==> src/rtl/crtf_pkg.sv <==
// Shared types and constants for the register transfer and flag unit.
// Holds the register-set struct, operation codes and reset values.
// No dependencies.
package crtf_pkg;

   typedef struct packed {
      logic [15:0] acc;
      logic [15:0] xidx;
      logic [15:0] yidx;
      logic [15:0] stack_ptr;
      logic [15:0] direct_page;
      logic [7:0]  status;
      logic        emul;
   } regs_type;

   localparam int MODE_W = 5;
   localparam int REQ_TDATA_W = 8;
   localparam int REQ_TUSER_W = 6;
   localparam int RSP_TDATA_W = 96;
   localparam int RSP_USED_W = 89;

   // operation codes
   localparam logic [MODE_W-1:0] OP_NOP = 5'd0;
   localparam logic [MODE_W-1:0] OP_XBA = 5'd1;
   localparam logic [MODE_W-1:0] OP_XCE = 5'd2;
   localparam logic [MODE_W-1:0] OP_CLC = 5'd3;
   localparam logic [MODE_W-1:0] OP_SEC = 5'd4;
   localparam logic [MODE_W-1:0] OP_CLI = 5'd5;
   localparam logic [MODE_W-1:0] OP_SEI = 5'd6;
   localparam logic [MODE_W-1:0] OP_CLV = 5'd7;
   localparam logic [MODE_W-1:0] OP_CLD = 5'd8;
   localparam logic [MODE_W-1:0] OP_SED = 5'd9;
   localparam logic [MODE_W-1:0] OP_REP = 5'd10;
   localparam logic [MODE_W-1:0] OP_SEP = 5'd11;
   localparam logic [MODE_W-1:0] OP_TSC = 5'd12;
   localparam logic [MODE_W-1:0] OP_TCD = 5'd13;
   localparam logic [MODE_W-1:0] OP_TDC = 5'd14;
   localparam logic [MODE_W-1:0] OP_TXA = 5'd15;
   localparam logic [MODE_W-1:0] OP_TYA = 5'd16;
   localparam logic [MODE_W-1:0] OP_TXY = 5'd17;
   localparam logic [MODE_W-1:0] OP_TAY = 5'd18;
   localparam logic [MODE_W-1:0] OP_TAX = 5'd19;
   localparam logic [MODE_W-1:0] OP_TYX = 5'd20;
   localparam logic [MODE_W-1:0] OP_TCS = 5'd21;
   localparam logic [MODE_W-1:0] OP_TSX = 5'd22;
   localparam logic [MODE_W-1:0] OP_TXS = 5'd23;

   // status bit positions
   localparam int FLAG_C_BIT = 0;
   localparam int FLAG_Z_BIT = 1;
   localparam int FLAG_I_BIT = 2;
   localparam int FLAG_D_BIT = 3;
   localparam int FLAG_X_BIT = 4;
   localparam int FLAG_M_BIT = 5;
   localparam int FLAG_V_BIT = 6;
   localparam int FLAG_N_BIT = 7;

   localparam logic [7:0] STATUS_MX = 8'h30;
   localparam logic [7:0] STACK_PAGE = 8'h01;

   localparam regs_type REGS_RESET = '{
      acc:         16'h0000,
      xidx:        16'h0000,
      yidx:        16'h0000,
      stack_ptr:   16'h01FF,
      direct_page: 16'h0000,
      status:      8'h34,
      emul:        1'b1
   };

endpackage

==> src/rtl/crtf_exec.sv <==
// Next register set for one register-only instruction.
// Pure combinational; uses crtf_pkg for the register struct and op codes.
module crtf_exec (
   input  crtf_pkg::regs_type               cur,
   input  logic [crtf_pkg::MODE_W-1:0]      mode,
   input  logic                             wide,
   input  logic [7:0]                       immediate,
   output crtf_pkg::regs_type               nxt
);

   function automatic logic [15:0] xfer_value(input logic [15:0] src,
                                              input logic [15:0] dst,
                                              input logic        w);
      return w ? src : {dst[15:8], src[7:0]};
   endfunction

   function automatic logic [7:0] set_nz(input logic [7:0]  p,
                                         input logic [15:0] v,
                                         input logic        w);
      logic n;
      logic z;
      n = w ? v[15] : v[7];
      z = w ? (v == 16'h0000) : (v[7:0] == 8'h00);
      return {n, p[6:2], z, p[0]};
   endfunction

   crtf_pkg::regs_type r;
   logic               trim;

   always_comb begin
      r    = cur;
      trim = 1'b0;
      unique case (mode)
         crtf_pkg::OP_XBA: begin
            r.acc    = {cur.acc[7:0], cur.acc[15:8]};
            r.status = set_nz(cur.status, {8'h00, cur.acc[15:8]}, 1'b0);
         end
         crtf_pkg::OP_XCE: begin
            r.status[crtf_pkg::FLAG_C_BIT] = cur.emul;
            r.emul = cur.status[crtf_pkg::FLAG_C_BIT];
            if (r.emul) begin
               r.status         = r.status | crtf_pkg::STATUS_MX;
               r.stack_ptr[15:8] = crtf_pkg::STACK_PAGE;
            end
            trim = 1'b1;
         end
         crtf_pkg::OP_CLC: r.status[crtf_pkg::FLAG_C_BIT] = 1'b0;
         crtf_pkg::OP_SEC: r.status[crtf_pkg::FLAG_C_BIT] = 1'b1;
         crtf_pkg::OP_CLI: r.status[crtf_pkg::FLAG_I_BIT] = 1'b0;
         crtf_pkg::OP_SEI: r.status[crtf_pkg::FLAG_I_BIT] = 1'b1;
         crtf_pkg::OP_CLV: r.status[crtf_pkg::FLAG_V_BIT] = 1'b0;
         crtf_pkg::OP_CLD: r.status[crtf_pkg::FLAG_D_BIT] = 1'b0;
         crtf_pkg::OP_SED: r.status[crtf_pkg::FLAG_D_BIT] = 1'b1;
         crtf_pkg::OP_REP, crtf_pkg::OP_SEP: begin
            r.status = (mode == crtf_pkg::OP_REP) ? (cur.status & ~immediate)
                                                  : (cur.status | immediate);
            if (cur.emul) begin
               r.status = r.status | crtf_pkg::STATUS_MX;
            end
            trim = 1'b1;
         end
         crtf_pkg::OP_TSC: begin
            r.acc    = cur.stack_ptr;
            r.status = set_nz(cur.status, r.acc, 1'b1);
         end
         crtf_pkg::OP_TCD: begin
            r.direct_page = cur.acc;
            r.status      = set_nz(cur.status, r.direct_page, 1'b1);
         end
         crtf_pkg::OP_TDC: begin
            r.acc    = cur.direct_page;
            r.status = set_nz(cur.status, r.acc, 1'b1);
         end
         crtf_pkg::OP_TXA: begin
            r.acc    = xfer_value(cur.xidx, cur.acc, wide);
            r.status = set_nz(cur.status, r.acc, wide);
         end
         crtf_pkg::OP_TYA: begin
            r.acc    = xfer_value(cur.yidx, cur.acc, wide);
            r.status = set_nz(cur.status, r.acc, wide);
         end
         crtf_pkg::OP_TXY: begin
            r.yidx   = xfer_value(cur.xidx, cur.yidx, wide);
            r.status = set_nz(cur.status, r.yidx, wide);
         end
         crtf_pkg::OP_TAY: begin
            r.yidx   = xfer_value(cur.acc, cur.yidx, wide);
            r.status = set_nz(cur.status, r.yidx, wide);
         end
         crtf_pkg::OP_TAX: begin
            r.xidx   = xfer_value(cur.acc, cur.xidx, wide);
            r.status = set_nz(cur.status, r.xidx, wide);
         end
         crtf_pkg::OP_TYX: begin
            r.xidx   = xfer_value(cur.yidx, cur.xidx, wide);
            r.status = set_nz(cur.status, r.xidx, wide);
         end
         crtf_pkg::OP_TCS: begin
            r.stack_ptr = xfer_value(cur.acc, cur.stack_ptr, !cur.emul);
         end
         crtf_pkg::OP_TSX: begin
            r.xidx   = xfer_value(cur.stack_ptr, cur.xidx, wide);
            r.status = set_nz(cur.status, r.xidx, wide);
         end
         crtf_pkg::OP_TXS: begin
            r.stack_ptr = xfer_value(cur.xidx, cur.stack_ptr, !cur.emul);
         end
         default: begin
            // nop and unused codes: hold everything
         end
      endcase
      // with x set, index high bytes drop after a mode change
      if (trim && r.status[crtf_pkg::FLAG_X_BIT]) begin
         r.xidx[15:8] = 8'h00;
         r.yidx[15:8] = 8'h00;
      end
      nxt = r;
   end

endmodule

==> src/rtl/cpu_register_transfer_flag_unit.sv <==
// Top level of the register transfer and flag unit: register file, result register.
// Depends on crtf_pkg and crtf_exec.
//
// Usage:
//   req channel carries one register-only instruction per transaction:
//   req_tuser holds the op code and width select, req_tdata the REP/SEP mask.
//   rsp channel returns the full register set after each instruction.
//   Latency: the result is valid the cycle after the request is taken.
//   Throughput: one instruction per cycle while the receiver keeps up; the register
//   file and the result register are both loaded at the accepting edge, so the next
//   instruction sees the updated registers straight away.
//   req_tready is high whenever the result register is empty or is being
//   taken in the same cycle; a stalled receiver holds the result and blocks
//   new requests until it is taken.
//   Reset (synchronous) loads the 65816 reset state: A, X, Y, D zero,
//   S 0x01FF, P 0x34, emulation bit set, and empties the result register.
module cpu_register_transfer_flag_unit (
   input  logic                                 clock,
   input  logic                                 reset,
   input  logic                                 req_tvalid,
   output logic                                 req_tready,
   // [7:0] immediate
   input  logic [crtf_pkg::REQ_TDATA_W-1:0]     req_tdata,
   // [4:0] mode, [5] wide
   input  logic [crtf_pkg::REQ_TUSER_W-1:0]     req_tuser,
   output logic                                 rsp_tvalid,
   input  logic                                 rsp_tready,
   // [15:0] acc_out, [31:16] xidx_out, [47:32] yidx_out, [63:48] stack_out,
   // [79:64] direct_out, [87:80] status_out, [88] emul_out, [95:89] zero
   output logic [crtf_pkg::RSP_TDATA_W-1:0]     rsp_tdata
);

   crtf_pkg::regs_type regs_ff;
   crtf_pkg::regs_type regs_in;
   logic               rsp_valid_ff;
   logic [crtf_pkg::RSP_USED_W-1:0] rsp_data_ff;
   logic               req_take;

   assign req_tready = !rsp_valid_ff || rsp_tready;
   assign req_take   = req_tvalid && req_tready;

   crtf_exec u_exec (
      .cur       (regs_ff),
      .mode      (req_tuser[crtf_pkg::MODE_W-1:0]),
      .wide      (req_tuser[crtf_pkg::MODE_W]),
      .immediate (req_tdata),
      .nxt       (regs_in)
   );

   always_ff @(posedge clock) begin
      if (reset) begin
         regs_ff      <= crtf_pkg::REGS_RESET;
         rsp_valid_ff <= 1'b0;
      end else begin
         if (req_take) begin
            regs_ff      <= regs_in;
            rsp_valid_ff <= 1'b1;
         end else if (rsp_tready) begin
            rsp_valid_ff <= 1'b0;
         end
      end
   end

   // payload: load on every taken transaction
   always_ff @(posedge clock) begin
      if (req_take) begin
         rsp_data_ff <= {regs_in.emul, regs_in.status, regs_in.direct_page,
                         regs_in.stack_ptr, regs_in.yidx, regs_in.xidx, regs_in.acc};
      end
   end

   assign rsp_tvalid = rsp_valid_ff;
   assign rsp_tdata  = {{(crtf_pkg::RSP_TDATA_W - crtf_pkg::RSP_USED_W){1'b0}}, rsp_data_ff};

   // result register empties after reset
   assert property (@(posedge clock) reset |=> !rsp_tvalid)
      else $error("result valid straight after reset");

   // never overwrite a stalled result
   assert property (@(posedge clock) disable iff (reset)
      (rsp_tvalid && !rsp_tready) |-> !req_tready)
      else $error("request taken while result stalled");

   // registers move only on a taken transaction
   assert property (@(posedge clock) disable iff (reset)
      !req_take |=> $stable(regs_ff))
      else $error("register set changed without a transaction");

   // emulation mode keeps m and x set and S in page one
   assert property (@(posedge clock) disable iff (reset)
      regs_ff.emul |-> (regs_ff.status[crtf_pkg::FLAG_M_BIT]
                        && regs_ff.status[crtf_pkg::FLAG_X_BIT]
                        && regs_ff.stack_ptr[15:8] == crtf_pkg::STACK_PAGE))
      else $error("emulation invariant broken");

endmodule
==> config.mk <==
export PLATFORM = sky130hd
export DESIGN_NAME = cpu_register_transfer_flag_unit
export DESIGN_NICKNAME = d
export VERILOG_FILES = /design/src/rtl/crtf_pkg.sv /design/src/rtl/crtf_exec.sv /design/src/rtl/cpu_register_transfer_flag_unit.sv
export SDC_FILE = /design/constraint.sdc
export NUM_CORES = 1
export LEC_CHECK = 0
export ABC_AREA = 1
export BUFFER_PORTS_ARGS = -buffer_cell sky130_fd_sc_hd__buf_4
export CORE_MARGIN = 2
export CORE_UTILIZATION = 45
export DETAILED_ROUTE_END_ITERATION = 8
export GPL_TIMING_DRIVEN = 0
export PLACE_DENSITY = 0.71
export SETUP_SLACK_MARGIN = 0.15
export SLEW_MARGIN = 30
export SYNTH_ARGS = -nofsm -noshare
export SYNTH_HDL_FRONTEND = slang
export SYNTH_SLANG_ARGS = --single-unit
==> constraint.sdc <==
create_clock -name clock -period 10.66 [get_ports clock]
set_input_delay 1.599 -clock clock [delete_from_list [all_inputs] [get_ports clock]]
set_output_delay 1.599 -clock clock [all_outputs]
set_load 0.005 [all_outputs]
==> metrics.cfg <==
[clock_network]
path_clk_slew_ns=0.07
cts_max_level=4
root_buffer=clkbuf_16
cts_tree=built
numCtsBuffers=17
cts_resized=0
holdBufCountCts=0
cts_sinks=179
clockBufferDepth=2
post_cts_buffers=0
clock_latency_ns=0.45

[floorplanning]
dieArea_um2=21500
rows=52
die_w_um=146
core_area_um2=20100
start_util=0.455
boundaryPins=116
die_h_um=146

[worst_setup_path]
cp-start-kind=input port
path_cells=buf_4, inv_1, nand2_1, buf_4
max_stage_delay_ns=0.15
cp-end-kind=output pin
arrival_ns=1.97
cp_max_fo=3
cp.required_ns=9.06
worst_path_most_repeated_cell=buf_4
crit_path_top_delay_cell=buf_4
crit_type=input port to output pin

[cells_and_area]
nets=1341
diodes=0
syn_to_final_growth_pct=19.6
final_common_cell=nand2_1
drive_gt1_frac=0.149
layout_common_cells=198 x nand2_1, 195 x inv_1, 130 x nor2_1

[logic_synthesis]
ys_ff_latch=179
ys_seq_area_frac=0.490
yosysTopAreaCell=edfxtp_1
synthCells=1189
synthArstFlopShare=0
synthTopCellsByArea=edfxtp_1 29%, dfxtp_1 20%, nand2_1 8.1%, inv_1 8.0%, a21oi_1 6.7%
yosysTopAreaCellShare=0.292
avgSynthCellArea_um2=7.69
synth_area_um2=9140
yosysWarnings=0
ys_types=34
ys.flop_type=dfxtp_1
synth_enable_flop_cells=89

[route]
postRouteAntennaNets=0
dr.pass1.iters=6
via_count=9140
drtIter0Drc=1123
wl_um=32500
detail_route.wl_per_cell_um=20.2
drc=0
vias_per_cell=5.69

[timing]
slew_headroom=0.390
skew_ns=0.0157
rsz0062_at_grt=no
maxSlewViolCount=0
tightest_slew_ns=0.915
fin_crit_ns=3.57
hold_viol=0
max_freq_mhz=280
finalSetupTns_ns=0
finalSetupViolCount=0
post-route-period-util=0.335

[placement]
gp_congestion=1.02
dpl.hpwl_um=24500
port_buffers=107

[status]
status=finished, final reports clean

[power]
fin_total_pwr_mw=1.72
p_leak_nw=5.17
powerDensity_nw_per_um2=158
ir_drop_v=0.000114

[grt]
antenna_found_initial=0
grt_pass1_wl_um=48600
grt_max_degree=52
grt_pass1_vias=8314
track_usage=0.300
globalRouteOverflowTotal=0

[run]
cap_viol_max_count=0

[worst_hold_path]
hold_class=flop to flop

## state kept, by name, summed over array words and instances, names as in the netlist
name,flops
rsp_tvalid,1
rsp_data_ff,89
regs_ff,89
## cell usage after synthesis (2+ instances only)
cell and instances:
buf_2 12, o221ai_1 35, nor2_1 130, inv_1 195, o211ai_1 5, nor2_2 3
nand2_1 198, nor3_1 5, edfxtp_1 89, a211oi_1 2, dfxtp_1 90, buf_4 12
o2111ai_1 11, o21ai_0 90, a21oi_1 123, buf_1 6, clkbuf_1 32, nand3_1 18
nand4_1 14, o22ai_1 31, nand2_2 7, inv_2 18, nor4_1 3, o21ai_1 50
## final cells by class
type	count	area [µm²]
plain buffers	62	297
clock buffers	17	425
clock inverters	15	144
fillers	1918	9180
inverters	214	806
multi-input cells	740	3590
flip-flops and latches	179	4470
well taps	270	338
repair buffers	109	858
## power breakdown
part | switching, mW | total, mW | internal (mW)
Clock | 0.309 | 0.620 | 0.311
Sequential | 0.0312 | 0.816 | 0.784
Combinational | 0.186 | 0.286 | 0.100
## kinds of logic (layout without fill, tap and decap cells)
| kind of cell | Yosys count | in the layout | synth area share |
|---|---|---|---|
| simple gates | 383 | 383 | 0.172 |
| compound gates | 350 | 350 | 0.218 |
| buf+inv | 276 | 417 | 0.120 |
| flops | 179 | 179 | 0.490 |
| other cells | 1 | 7 | 0.000410 |
## per-stage QoR
step	instances	instance area [µm²]	setup slack, ns	hold WS [ns]	utilization
global placement	1572	10300	4.27	0.449	0.512
finish	1606	10900	7.09	0.469	0.544
CTS	1606	10900	7.10	0.470	0.544
detailed placement	1574	10400	6.99	0.459	0.515
global route	1606	10900	7.04	0.498	0.544
floorplan	1195	9160	5.66	0.435	-
## metal layers
metal  vias up  global-route usage  routed length [µm]
li1       4236                   -                   -
met1      4255               0.391               13200
met2       537               0.476               14800
met3       112              0.0569                2740
met4         0               0.160                1710
met5         -                   0                   0
## worst paths after layout
kind,end,slack [ns],startpoint,cells past startpoint
worst min register to register,regs_ff[7],0.47,regs_ff[7],2
worst max-delay path,req_tready,7.09,rsp_tready,4
worst max register to register,regs_ff[87],8.37,rsp_tvalid,8
worst min-delay path,regs_ff[7],0.47,regs_ff[7],2
## critical path, delay by kind of cell
kind | cells | cell delay [ns]
buf+inv | 3 | 0.30
simple gates | 1 | 0.08
No activity file was read; power rests on OpenSTA's default activity.
